<file path="src/design/ptts_pkg.sv">
// package for the periodic task tick scheduler
// holds sizes, codes, the table entry layout and the result request type
// no dependencies
`default_nettype none

package ptts_pkg;

	localparam int MAX_TASKS = 16;
	localparam int IDX_W     = (MAX_TASKS > 1) ? $clog2(MAX_TASKS) : 1;
	localparam int CNT_W     = $clog2(MAX_TASKS + 1);
	localparam int ID_W      = 16;
	localparam int PERIOD_W  = 16;

	typedef enum logic [1:0] {
		KIND_ADD  = 2'd0,
		KIND_TICK = 2'd1,
		KIND_RUN  = 2'd2
	} kind_t;

	typedef enum logic [1:0] {
		ST_OK   = 2'd0,
		ST_FULL = 2'd1,
		ST_DUE  = 2'd2,
		ST_ACK  = 2'd3
	} status_t;

	typedef enum logic [1:0] {
		S_IDLE,
		S_RESP,
		S_SCAN,
		S_FIN
	} state_t;

	// one table entry as kept in the memory
	typedef struct packed {
		logic                active;
		logic [ID_W-1:0]     ident;
		logic [PERIOD_W-1:0] reload;
		logic [PERIOD_W-1:0] countdown;
	} entry_t;

	// one result request toward the output register
	typedef struct packed {
		status_t         status;
		logic [ID_W-1:0] due_id;
		logic            last;
	} out_req_t;

endpackage

`default_nettype wire

</file>
<file path="src/design/ptts_ram.sv">
// generic single-write, single-read memory with registered read data
// no dependencies
`default_nettype none

module ptts_ram #(
	parameter int WIDTH = 8,
	parameter int DEPTH = 16
) (
	input  wire logic                                      clk,
	input  wire logic                                      we,
	input  wire logic [((DEPTH > 1) ? $clog2(DEPTH) : 1)-1:0] waddr,
	input  wire logic [WIDTH-1:0]                          wdata,
	input  wire logic                                      re,
	input  wire logic [((DEPTH > 1) ? $clog2(DEPTH) : 1)-1:0] raddr,
	output logic      [WIDTH-1:0]                          rdata
);

	logic [WIDTH-1:0] mem_q [DEPTH];

	always_ff @(posedge clk) begin
		if (we) begin
			mem_q[waddr] <= wdata;
		end
		if (re) begin
			rdata <= mem_q[raddr];
		end
	end

endmodule

`default_nettype wire

</file>
<file path="src/design/ptts_outreg.sv">
// output holding register for result requests
// depends on ptts_pkg
`default_nettype none

module ptts_outreg (
	input  wire logic              clk,
	input  wire logic              arst_n,
	input  wire logic              push,
	input  wire ptts_pkg::out_req_t req,
	output logic                   free,
	output logic                   out_valid,
	input  wire logic              out_stall,
	output logic [1:0]             status,
	output logic [ptts_pkg::ID_W-1:0] due_id,
	output logic                   last
);

	logic               valid_q;
	ptts_pkg::out_req_t data_q;

	// room when empty or when the held request leaves this cycle
	assign free = !valid_q || !out_stall;

	always_ff @(posedge clk or negedge arst_n) begin
		if (!arst_n) begin
			valid_q <= 1'b0;
		end else if (push) begin
			valid_q <= 1'b1;
		end else if (!out_stall) begin
			valid_q <= 1'b0;
		end
	end

	always_ff @(posedge clk) begin
		if (push) begin
			data_q <= req;
		end
	end

	assign out_valid = valid_q;
	assign status    = 2'(data_q.status);
	assign due_id    = data_q.due_id;
	assign last      = data_q.last;

endmodule

`default_nettype wire

</file>
<file path="src/design/periodic_task_tick_scheduler.sv">
// top level of the periodic task tick scheduler: control, table scan, memory and output
// depends on ptts_pkg, ptts_ram and ptts_outreg
`default_nettype none

// Periodic task table of ptts_pkg::MAX_TASKS entries kept in one synchronous memory
// (id, reload period, countdown and enable packed in one word). An add request
// appends an entry and answers ok, or full when the table holds MAX_TASKS entries.
// A tick request decrements every nonzero countdown and answers acknowledged. A run
// request reports each enabled entry whose countdown is zero, in table order, and
// reloads it; last marks the final report, and with nothing due one acknowledged
// result comes back. For tick and run the scan reads one entry per cycle, unless it
// is paused, through the single read port and writes each entry back as it returns.
// A stalled output pauses the scan whenever a due report has nowhere to go. The
// input is stalled while a request is in progress; a finished result may still
// wait in the output register while the next request is taken.
module periodic_task_tick_scheduler (
	input  wire logic                           clk,
	input  wire logic                           arst_n,
	input  wire logic                           in_valid,
	output logic                                in_stall,
	input  wire logic [1:0]                     kind,
	input  wire logic [ptts_pkg::ID_W-1:0]      task_id,
	input  wire logic [ptts_pkg::PERIOD_W-1:0]  period,
	input  wire logic                           enable,
	output logic                                out_valid,
	input  wire logic                           out_stall,
	output logic [1:0]                          status,
	output logic [ptts_pkg::ID_W-1:0]           due_id,
	output logic                                last
);

	localparam int EW = $bits(ptts_pkg::entry_t);

	// control state
	ptts_pkg::state_t               state_q, state_d;
	ptts_pkg::kind_t                op_q;
	ptts_pkg::status_t              resp_q;
	logic [ptts_pkg::CNT_W-1:0]     used_q;

	// scan pipeline: read issue counter and the entry returning from memory
	logic [ptts_pkg::CNT_W-1:0]     idx_q;
	logic                           ent_valid_s1;
	logic [ptts_pkg::IDX_W-1:0]     ent_idx_s1;

	// due report held back until we know whether another one follows
	logic                           pend_valid_q;
	logic [ptts_pkg::ID_W-1:0]      pend_id_q;

	// memory ports
	logic                           ram_we;
	logic [ptts_pkg::IDX_W-1:0]     ram_waddr;
	ptts_pkg::entry_t               ram_wdata;
	logic                           ram_re;
	logic [EW-1:0]                  ram_rdata;

	// output register side
	logic                           out_free;
	logic                           out_push;
	ptts_pkg::out_req_t             out_req;

	logic                           in_acc;
	logic                           table_full;
	logic                           is_run;
	ptts_pkg::entry_t               ent;
	ptts_pkg::entry_t               ent_upd;
	logic                           ent_due;
	logic                           hold;
	logic                           more;
	logic                           issue;

	assign in_stall   = (state_q != ptts_pkg::S_IDLE);
	assign in_acc     = in_valid && !in_stall;
	assign table_full = (used_q == ptts_pkg::CNT_W'(ptts_pkg::MAX_TASKS));
	assign is_run     = (op_q == ptts_pkg::KIND_RUN);

	assign ent     = ptts_pkg::entry_t'(ram_rdata);
	assign ent_due = is_run && ent.active && (ent.countdown == '0);

	// a second due entry while one is pending needs room in the output register
	assign hold  = (state_q == ptts_pkg::S_SCAN) && ent_valid_s1 && ent_due
		&& pend_valid_q && !out_free;
	assign more  = (idx_q != used_q);
	assign issue = (state_q == ptts_pkg::S_SCAN) && !hold && more;

	// read-modify of the returning entry; a read never targets the entry being
	// written back since the scan only moves forward, so no forwarding is needed
	always_comb begin
		ent_upd = ent;
		if (is_run) begin
			if (ent_due) begin
				ent_upd.countdown = ent.reload;
			end
		end else if (ent.countdown != '0) begin
			ent_upd.countdown = ent.countdown - ptts_pkg::PERIOD_W'(1);
		end
	end

	// next state
	always_comb begin
		state_d = state_q;
		case (state_q)
			ptts_pkg::S_IDLE: begin
				if (in_acc) begin
					case (kind)
						ptts_pkg::KIND_TICK, ptts_pkg::KIND_RUN: state_d = ptts_pkg::S_SCAN;
						default:                                 state_d = ptts_pkg::S_RESP;
					endcase
				end
			end
			ptts_pkg::S_SCAN: begin
				if (!hold && !more) begin
					state_d = ptts_pkg::S_FIN;
				end
			end
			ptts_pkg::S_RESP, ptts_pkg::S_FIN: begin
				if (out_free) begin
					state_d = ptts_pkg::S_IDLE;
				end
			end
			default: state_d = ptts_pkg::S_IDLE;
		endcase
	end

	// outputs: memory access and result requests
	always_comb begin
		ram_we    = 1'b0;
		ram_waddr = ent_idx_s1;
		ram_wdata = ent_upd;
		ram_re    = issue;
		out_push  = 1'b0;
		out_req   = '{status: ptts_pkg::ST_ACK, due_id: '0, last: 1'b1};
		case (state_q)
			ptts_pkg::S_IDLE: begin
				// append happens right at acceptance
				if (in_acc && (kind == ptts_pkg::KIND_ADD) && !table_full) begin
					ram_we    = 1'b1;
					ram_waddr = used_q[ptts_pkg::IDX_W-1:0];
					ram_wdata = '{active: enable, ident: task_id, reload: period,
						countdown: period};
				end
			end
			ptts_pkg::S_SCAN: begin
				ram_we = ent_valid_s1 && !hold;
				if (ent_valid_s1 && ent_due && pend_valid_q && out_free) begin
					out_push = 1'b1;
					out_req  = '{status: ptts_pkg::ST_DUE, due_id: pend_id_q, last: 1'b0};
				end
			end
			ptts_pkg::S_RESP: begin
				out_push = out_free;
				out_req  = '{status: resp_q, due_id: '0, last: 1'b1};
			end
			ptts_pkg::S_FIN: begin
				out_push = out_free;
				if (is_run && pend_valid_q) begin
					out_req = '{status: ptts_pkg::ST_DUE, due_id: pend_id_q, last: 1'b1};
				end
			end
			default: begin
				out_push = 1'b0;
			end
		endcase
	end

	always_ff @(posedge clk or negedge arst_n) begin
		if (!arst_n) begin
			state_q      <= ptts_pkg::S_IDLE;
			op_q         <= ptts_pkg::KIND_ADD;
			resp_q       <= ptts_pkg::ST_ACK;
			used_q       <= '0;
			idx_q        <= '0;
			ent_valid_s1 <= 1'b0;
			pend_valid_q <= 1'b0;
		end else begin
			state_q <= state_d;
			if (in_acc) begin
				op_q         <= ptts_pkg::kind_t'(kind);
				idx_q        <= '0;
				pend_valid_q <= 1'b0;
				ent_valid_s1 <= 1'b0;
				if (kind == ptts_pkg::KIND_ADD) begin
					if (table_full) begin
						resp_q <= ptts_pkg::ST_FULL;
					end else begin
						resp_q <= ptts_pkg::ST_OK;
						used_q <= used_q + ptts_pkg::CNT_W'(1);
					end
				end else begin
					resp_q <= ptts_pkg::ST_ACK;
				end
			end else if (state_q == ptts_pkg::S_SCAN && !hold) begin
				ent_valid_s1 <= issue;
				if (issue) begin
					idx_q <= idx_q + ptts_pkg::CNT_W'(1);
				end
				if (ent_valid_s1 && ent_due) begin
					pend_valid_q <= 1'b1;
				end
			end
		end
	end

	// payload of the scan pipeline
	always_ff @(posedge clk) begin
		if (issue) begin
			ent_idx_s1 <= idx_q[ptts_pkg::IDX_W-1:0];
		end
		if (state_q == ptts_pkg::S_SCAN && !hold && ent_valid_s1 && ent_due) begin
			pend_id_q <= ent.ident;
		end
	end

	ptts_ram #(
		.WIDTH (EW),
		.DEPTH (ptts_pkg::MAX_TASKS)
	) u_table (
		.clk   (clk),
		.we    (ram_we),
		.waddr (ram_waddr),
		.wdata (ram_wdata),
		.re    (ram_re),
		.raddr (idx_q[ptts_pkg::IDX_W-1:0]),
		.rdata (ram_rdata)
	);

	ptts_outreg u_out (
		.clk       (clk),
		.arst_n    (arst_n),
		.push      (out_push),
		.req       (out_req),
		.free      (out_free),
		.out_valid (out_valid),
		.out_stall (out_stall),
		.status    (status),
		.due_id    (due_id),
		.last      (last)
	);

endmodule

`default_nettype wire
</file>
<file path="config.mk">
export PLATFORM = sky130hd
export DESIGN_NAME = periodic_task_tick_scheduler
export DESIGN_NICKNAME = d
export VERILOG_FILES = /design/src/design/ptts_pkg.sv /design/src/design/ptts_ram.sv /design/src/design/ptts_outreg.sv /design/src/design/periodic_task_tick_scheduler.sv
export SDC_FILE = /design/constraint.sdc
export NUM_CORES = 1
export LEC_CHECK = 0
export ABC_AREA = 1
export ABC_CLOCK_PERIOD_IN_PS = 4150
export BUFFER_PORTS_ARGS = -buffer_cell sky130_fd_sc_hd__buf_2
export CAP_MARGIN = 20
export CORE_MARGIN = 2
export CORE_UTILIZATION = 30
export DETAILED_ROUTE_END_ITERATION = 12
export PLACE_DENSITY = 0.56
export SYNTH_ARGS = -nofsm -noshare
export SYNTH_HDL_FRONTEND = slang
export SYNTH_SLANG_ARGS = --single-unit
</file>
<file path="constraint.sdc">
create_clock -name clk -period 4.15 [get_ports clk]
set_input_delay 0.2075 -clock clk [delete_from_list [all_inputs] [get_ports clk]]
set_output_delay 0.2075 -clock clk [all_outputs]
set_load 0.1 [all_outputs]
</file>
## Yosys cells after proc, flatten, opt, wreduce, memory -nomap -nowiden

Memory sizes are Yosys's and may differ from the RTL's. A register that Yosys moved wholly into a read port is not among the register bits.
Index checks and enable logic that the tools add are counted.

- $mul: 0
- Bitwise operators: 1
- Reduce and logical (&&, ||, !) cells: 41
- Divide/modulo/power cells: 0
- Multiplexer cells: 33
- Order comparisons: 0
- Add/subtract/negate cells: 3
- Eq/ne operators: 12
- Shift-type cells: 0

Operators by type and width:

| kind | count |
|---|---|
| 49-bit two-way mux | 2 |
| 19-bit case mux with 3 select lines | 1 |
| 16-bit two-way mux | 3 |
| 18-bit two-way mux | 2 |
| 1-bit logical AND | 19 |
| 16-bit logical NOT | 1 |
| 16-bit nonzero test | 1 |
| 16-bit by 1-bit subtractor with 16-bit output (second input constant) | 1 |
| 5-bit two-way mux | 3 |
| 1-bit two-way mux | 12 |
| 5-bit by 1-bit adder with 5-bit output (second input constant) | 2 |
| 2-bit two-way mux | 5 |
| 2-bit == test (second input constant) | 4 |
| 4-bit two-way mux | 2 |
| 2-bit nonzero test | 4 |
| 1-bit logical NOT | 7 |
| 2-bit by 1-bit != test with 1-bit output (second input constant) | 3 |
| 2-bit case mux with 3 select lines | 1 |
| 3-bit AND reduction | 2 |
| 5-bit == test (second input constant) | 1 |
| 5-bit != test | 1 |
| 2-bit by 1-bit == test with 1-bit output (second input constant) | 2 |
| 2-bit logical NOT | 2 |
| 1-bit case mux with 2 select lines | 2 |
| other kinds (5) | 7 |

- Word-level logic and storage cells: 104
- RAM bits: 784
- Output and inout port bits: 21
- Memories kept: 1
- Bits in read-only memories: 0
- Register bits after elaboration: 58
- Bits of input ports: 39
- Latch bits: 0

Memories:

| memory | words | bits a word | rd ports | clocked after memory_dff | wr ports | RTL line | RTL |
|---|---|---|---|---|---|---|---|
| u_table.mem_q | 16 | 49 | 1 | 1 | 1 | ptts_ram.sv:18 | `logic [WIDTH-1:0] mem_q [DEPTH];` |

## Depth between registers and ports, before layout

- Depth after elaboration: 12
- Mapped depth: 12
- Gate-level depth less buffers: 11

## Hierarchy

Synthesis repeated with hierarchy kept, for this count alone.

- Cells, all modules: 3,772
- Area, all modules: 39,111.3 um^2

Modules (own cells, without submodules):

| module | area each (um^2) | cells each | sequential area each (um^2) | instances |
|---|---|---|---|---|
| ptts_ram | 35,197.5 | 3,231 | 25,014.0 | 1 |
| periodic_task_tick_scheduler | 3,301.9 | 518 | 1,053.5 | 1 |
| ptts_outreg | 611.8 | 23 | 595.6 | 1 |

## Least setup slack after synthesis

Ideal clock, no wire load.

- Kind: register to register
- Start point: register used_q[0] (netlist name)
- End point: memory u_table.mem_q[2][0] (netlist name), enable pin
- Required time: 3.678 ns
- Setup slack: -0.216 ns
- Period minus slack after synthesis: 4.366 ns
- Cell stages (with the launch flop): 12
- Path buffers: 1
- Arrival: 3.894 ns
- Setup time: 0.472 ns
- Cells stage by stage: dfrtp_1 inv_1 ha_1 nand4_1 nand2_4 buf_6 nand2_1 nand2_2 nand2_1 inv_2 nand2_1 a21oi_1

- Longest elaborated chain between the ends: 7
- Elaborated cells on any way between the ends: 9
- Classes of those cells: 1 x eq/ne; 6 x mux; 2 x reduce/logical

RTL lines:

| item | RTL line | RTL |
|---|---|---|
| from (decl) | periodic_task_tick_scheduler.sv:38 | `logic [ptts_pkg::CNT_W-1:0] used_q;` |
| from (signal assigned) | periodic_task_tick_scheduler.sv:186 | `used_q <= used_q + ptts_pkg::CNT_W'(1);` |
| 5-bit == test | periodic_task_tick_scheduler.sv:73 | `assign table_full = (used_q == ptts_pkg::CNT_W'(ptts_pkg::MAX_TASKS));` |
| 1-bit logical NOT | periodic_task_tick_scheduler.sv:135 | `if (in_acc && (kind == ptts_pkg::KIND_ADD) && !table_full) begin` |
| 1-bit logical AND | periodic_task_tick_scheduler.sv:135 |  |
| 1-bit two-way mux | periodic_task_tick_scheduler.sv:135 |  |
| 1-bit case mux with 2 select lines | periodic_task_tick_scheduler.sv:132 | `case (state_q)` |
| 1-bit two-way mux | ptts_ram.sv:21 | `if (we) begin` |
| 1-bit two-way mux (implied by the code) | ptts_ram.sv:22 | `mem_q[waddr] <= wdata;` |
| to (decl) | ptts_ram.sv:18 |  |

Parallel ways exist; a longest one is shown, timed or not.

## Worst setup path in the final report

- Start point: register used_q[0] (netlist name)
- End point: memory u_table.mem_q[8][5] (netlist name), enable pin

Same word-level chain as after synthesis.

==> flow_metrics.tcl <==
set metrics [dict create \
    status "finished clean" \
    multi_input_comb_area_sq_um 8700 \
    cts_sinks 891 \
    cts_tree "built" \
    fp.dieH_um 352 \
    drt-pass1-iter-count 5 \
    grt_pass1_wl_mm 141 \
    cp.arrival_ns 3.58 \
    drcViolationCount 0 \
    synthCells 2872 \
    syn_area_sq_um 36300 \
    die-width_um 352 \
    slew_violations 0 \
    yosys_warnings 0 \
    maxSlewHeadroom_pct 40.1 \
    synth_flop_cell "edfxtp_1" \
    path_cells "inv_1 > ha_1 > nand4_1 > nand2_4 > nand2_1 > o21ai_4 > nand2_1 > inv_2 > nand2_1 > a21oi_4 > buf_4" \
    nFillCells 11600 \
    setup_viol 0 \
    place_congestion 0.815 \
    die_area_sq_um 124000 \
    critical_path_class "flop to flop" \
    worst_ep_required_time_ns 4.40 \
    postCtsSetupBuffers 0 \
    p_leak_nw 13.6 \
    cts.reportedPaths.clkPinSlew_ns 0.07 \
    fin_skew_ns 0.0252 \
    drive_above_1_share_pct 10.6 \
    postRouteAntennaNets 0 \
    drt-vias-per-instance 4.92 \
    cap_violations 0 \
    crit_path_end_kind "flop" \
    worst_pin_slew_ns 0.898 \
    synth_edf_count 872 \
    areaGrowthSynthToFinish_pct 14.3 \
    grt_use_total_pct 14.7 \
    start_kind "flop" \
    p_per_area_nw_per_um2 708 \
    cts_made_buffers 87 \
    yosysUniqueCellTypes 39 \
    clk_latency_ns 0.64 \
    hpwl_mm 50.7 \
    critPathMaxFanout 39 \
    synth-seq-cells 891 \
    slowest_delay_ns 0.65 \
    hold_path_class "input port to asynchronous set/reset pin" \
    yosysSeqAreaShare_pct 73.4 \
    syn-num-nets 2917 \
    final_cells 4585 \
    grt_overflow 0 \
    portBuffers 59 \
    critPathSlowestCell "buf_4" \
    antenna_found_initial 2 \
    synthArstFlopShare_pct 2.13 \
    syn_area_per_cell_sq_um 12.6 \
    mostFrequentLayoutCells "edfxtp_1 (872), nor2_1 (626), nand2_1 (336), o21ai_0 (271), nand3_1 (133)" \
    grt_start_max_net_pins 181 \
    fmax_ghz 0.300 \
    cts-root-buf "clkbuf_16" \
    drt-initial-drc-count 2218 \
    dp.cells 4424 \
    fp.coreArea_sq_um 120000 \
    worst-path-buf-inv 3 \
    period_share_pct 80.2 \
    num-nets-final 2953 \
    cts_buffer_depth 3 \
    utilization_pct 34.6 \
    ios 60 \
    wire_per_inst_um 20.3 \
    min_period_ns 3.33 \
    crit_top_cell "nand2_1" \
    initial_utilization_pct 30.3 \
    hold_violations 0 \
    layout_commonest_cell "edfxtp_1" \
    htree_levels 3 \
    seqCellArea_sq_um 26700 \
    num_rows 127 \
    critical_path.top_delay_family "simple AND/OR/NAND/NOR gates" \
    num_vias 22600 \
    antenna_cells 0 \
    finalWirelength_mm 93.2 \
    grt_pass1_vias 22000 \
    vdd_drop_max_mv 0.440 \
    ctsResizeCount 0 \
    rsz0062_at_grt "no" \
]
## final timing paths
kind	startpoint	to	slack, ns	depth (start not counted)
hold reg to reg	u_table.rdata[32]	pend_id_q[0]	0.45	0
hold / removal	arst_n	ent_valid_s1	0.07	2
setup / recovery	used_q[0]	u_table.mem_q[8][5]	0.82	11
setup reg to reg	used_q[0]	u_table.mem_q[8][5]	0.82	11
max in group asynchronous	arst_n	idx_q[0]	3.70	2
min in group clk	enable	u_table.mem_q[3][48]	0.14	4
## state kept, by name, summed over array words and instances (netlist names)
name and flops:
pend_id_q 16, u_out.out_valid 1, u_out.last 1, u_table.mem_q 784, state_q 2, idx_q 5, u_table.rdata 49, pend_valid_q 1
u_out.due_id 16, u_out.status 2, op_q 2, resp_q 2, used_q 5, ent_valid_s1 1, ent_idx_s1 4
## layer usage
metal | track usage (%) | routed length (um) | share of wire, %
met1 | 19.1 | 40400 | 43
met5 | 0 | 8 | 0.0086
met4 | 4.22 | 2270 | 2.4
met2 | 25.4 | 46300 | 50
met3 | 2.26 | 4170 | 4.5
## cells in the mapped netlist, types with 4 or more instances
cell type | instances | area share [%]
xnor2_1 | 4 | 0.096
buf_2 | 48 | 0.66
o211ai_1 | 102 | 2.1
clkbuf_1 | 98 | 1.0
dfrtp_1 | 17 | 1.2
nor2_1 | 627 | 6.5
nand2_2 | 4 | 0.069
a21oi_2 | 10 | 0.24
buf_6 | 10 | 0.31
o21ai_1 | 56 | 0.77
nand2_4 | 4 | 0.12
o21ai_0 | 272 | 3.7
inv_1 | 61 | 0.63
buf_4 | 7 | 0.14
nand4_1 | 15 | 0.26
nand3_1 | 133 | 1.8
buf_1 | 14 | 0.14
nor2_2 | 5 | 0.086
a21oi_1 | 10 | 0.14
nor2_8 | 4 | 0.22
xor2_1 | 13 | 0.31
nor3_1 | 4 | 0.055
nand2_1 | 336 | 3.5
o32ai_1 | 98 | 2.4
ha_1 | 6 | 0.21
nor2_4 | 19 | 0.59
inv_2 | 8 | 0.083
edfxtp_1 | 872 | 72
## cell families after synthesis
kind of cell / Yosys count / synth area share (%)
compound gates: 554 / 9.52
simple gates: 1156 / 13.4
xor+xnor: 17 / 0.410
buf+inv: 248 / 3.06
flops: 891 / 73.4
fa+ha+maj: 6 / 0.207
## cell type report
cell class,instances,share of cell area (%)
multi-input combinational,1733,20.9
clock buffer,103,5.39
tap,1612,4.86
sequential,891,64.2
timing repair buffer,125,2.47
inverter,70,0.660
clock inverter,51,1.43
## where the power goes
group	switching (W)	total (W)	internal [W]
combinational	0.00633	0.00844	0.00210
clock	0.00330	0.00796	0.00466
sequential	0.000625	0.0130	0.0124
total	0.0103	0.0294	0.0191
## per-stage QoR
step           power, W  TNS, ns  hold slack, ns  area, sq um  worst slack, ns
3_5_place_dp     0.0217        0           0.210        38600            0.833
2_1_floorplan    0.0186   -15.83         -0.0881        36300           -0.163
5_1_grt          0.0309        0          0.0893        41500            0.616
3_3_place_gp     0.0216        0           0.204        38600            0.805
6_report         0.0294        0          0.0662        41500            0.820
4_1_cts          0.0296        0          0.0529        41500            0.804
## repair_timing
| item | 4_1_cts | 5_1_grt |
|---|---|---|
| setup endpoints to repair | 0 | 0 |
| endpoints found under the hold margin | 28 | 0 |
| hold buffers | 6 | 0 |
No activity file was read; power rests on OpenSTA's default activity.
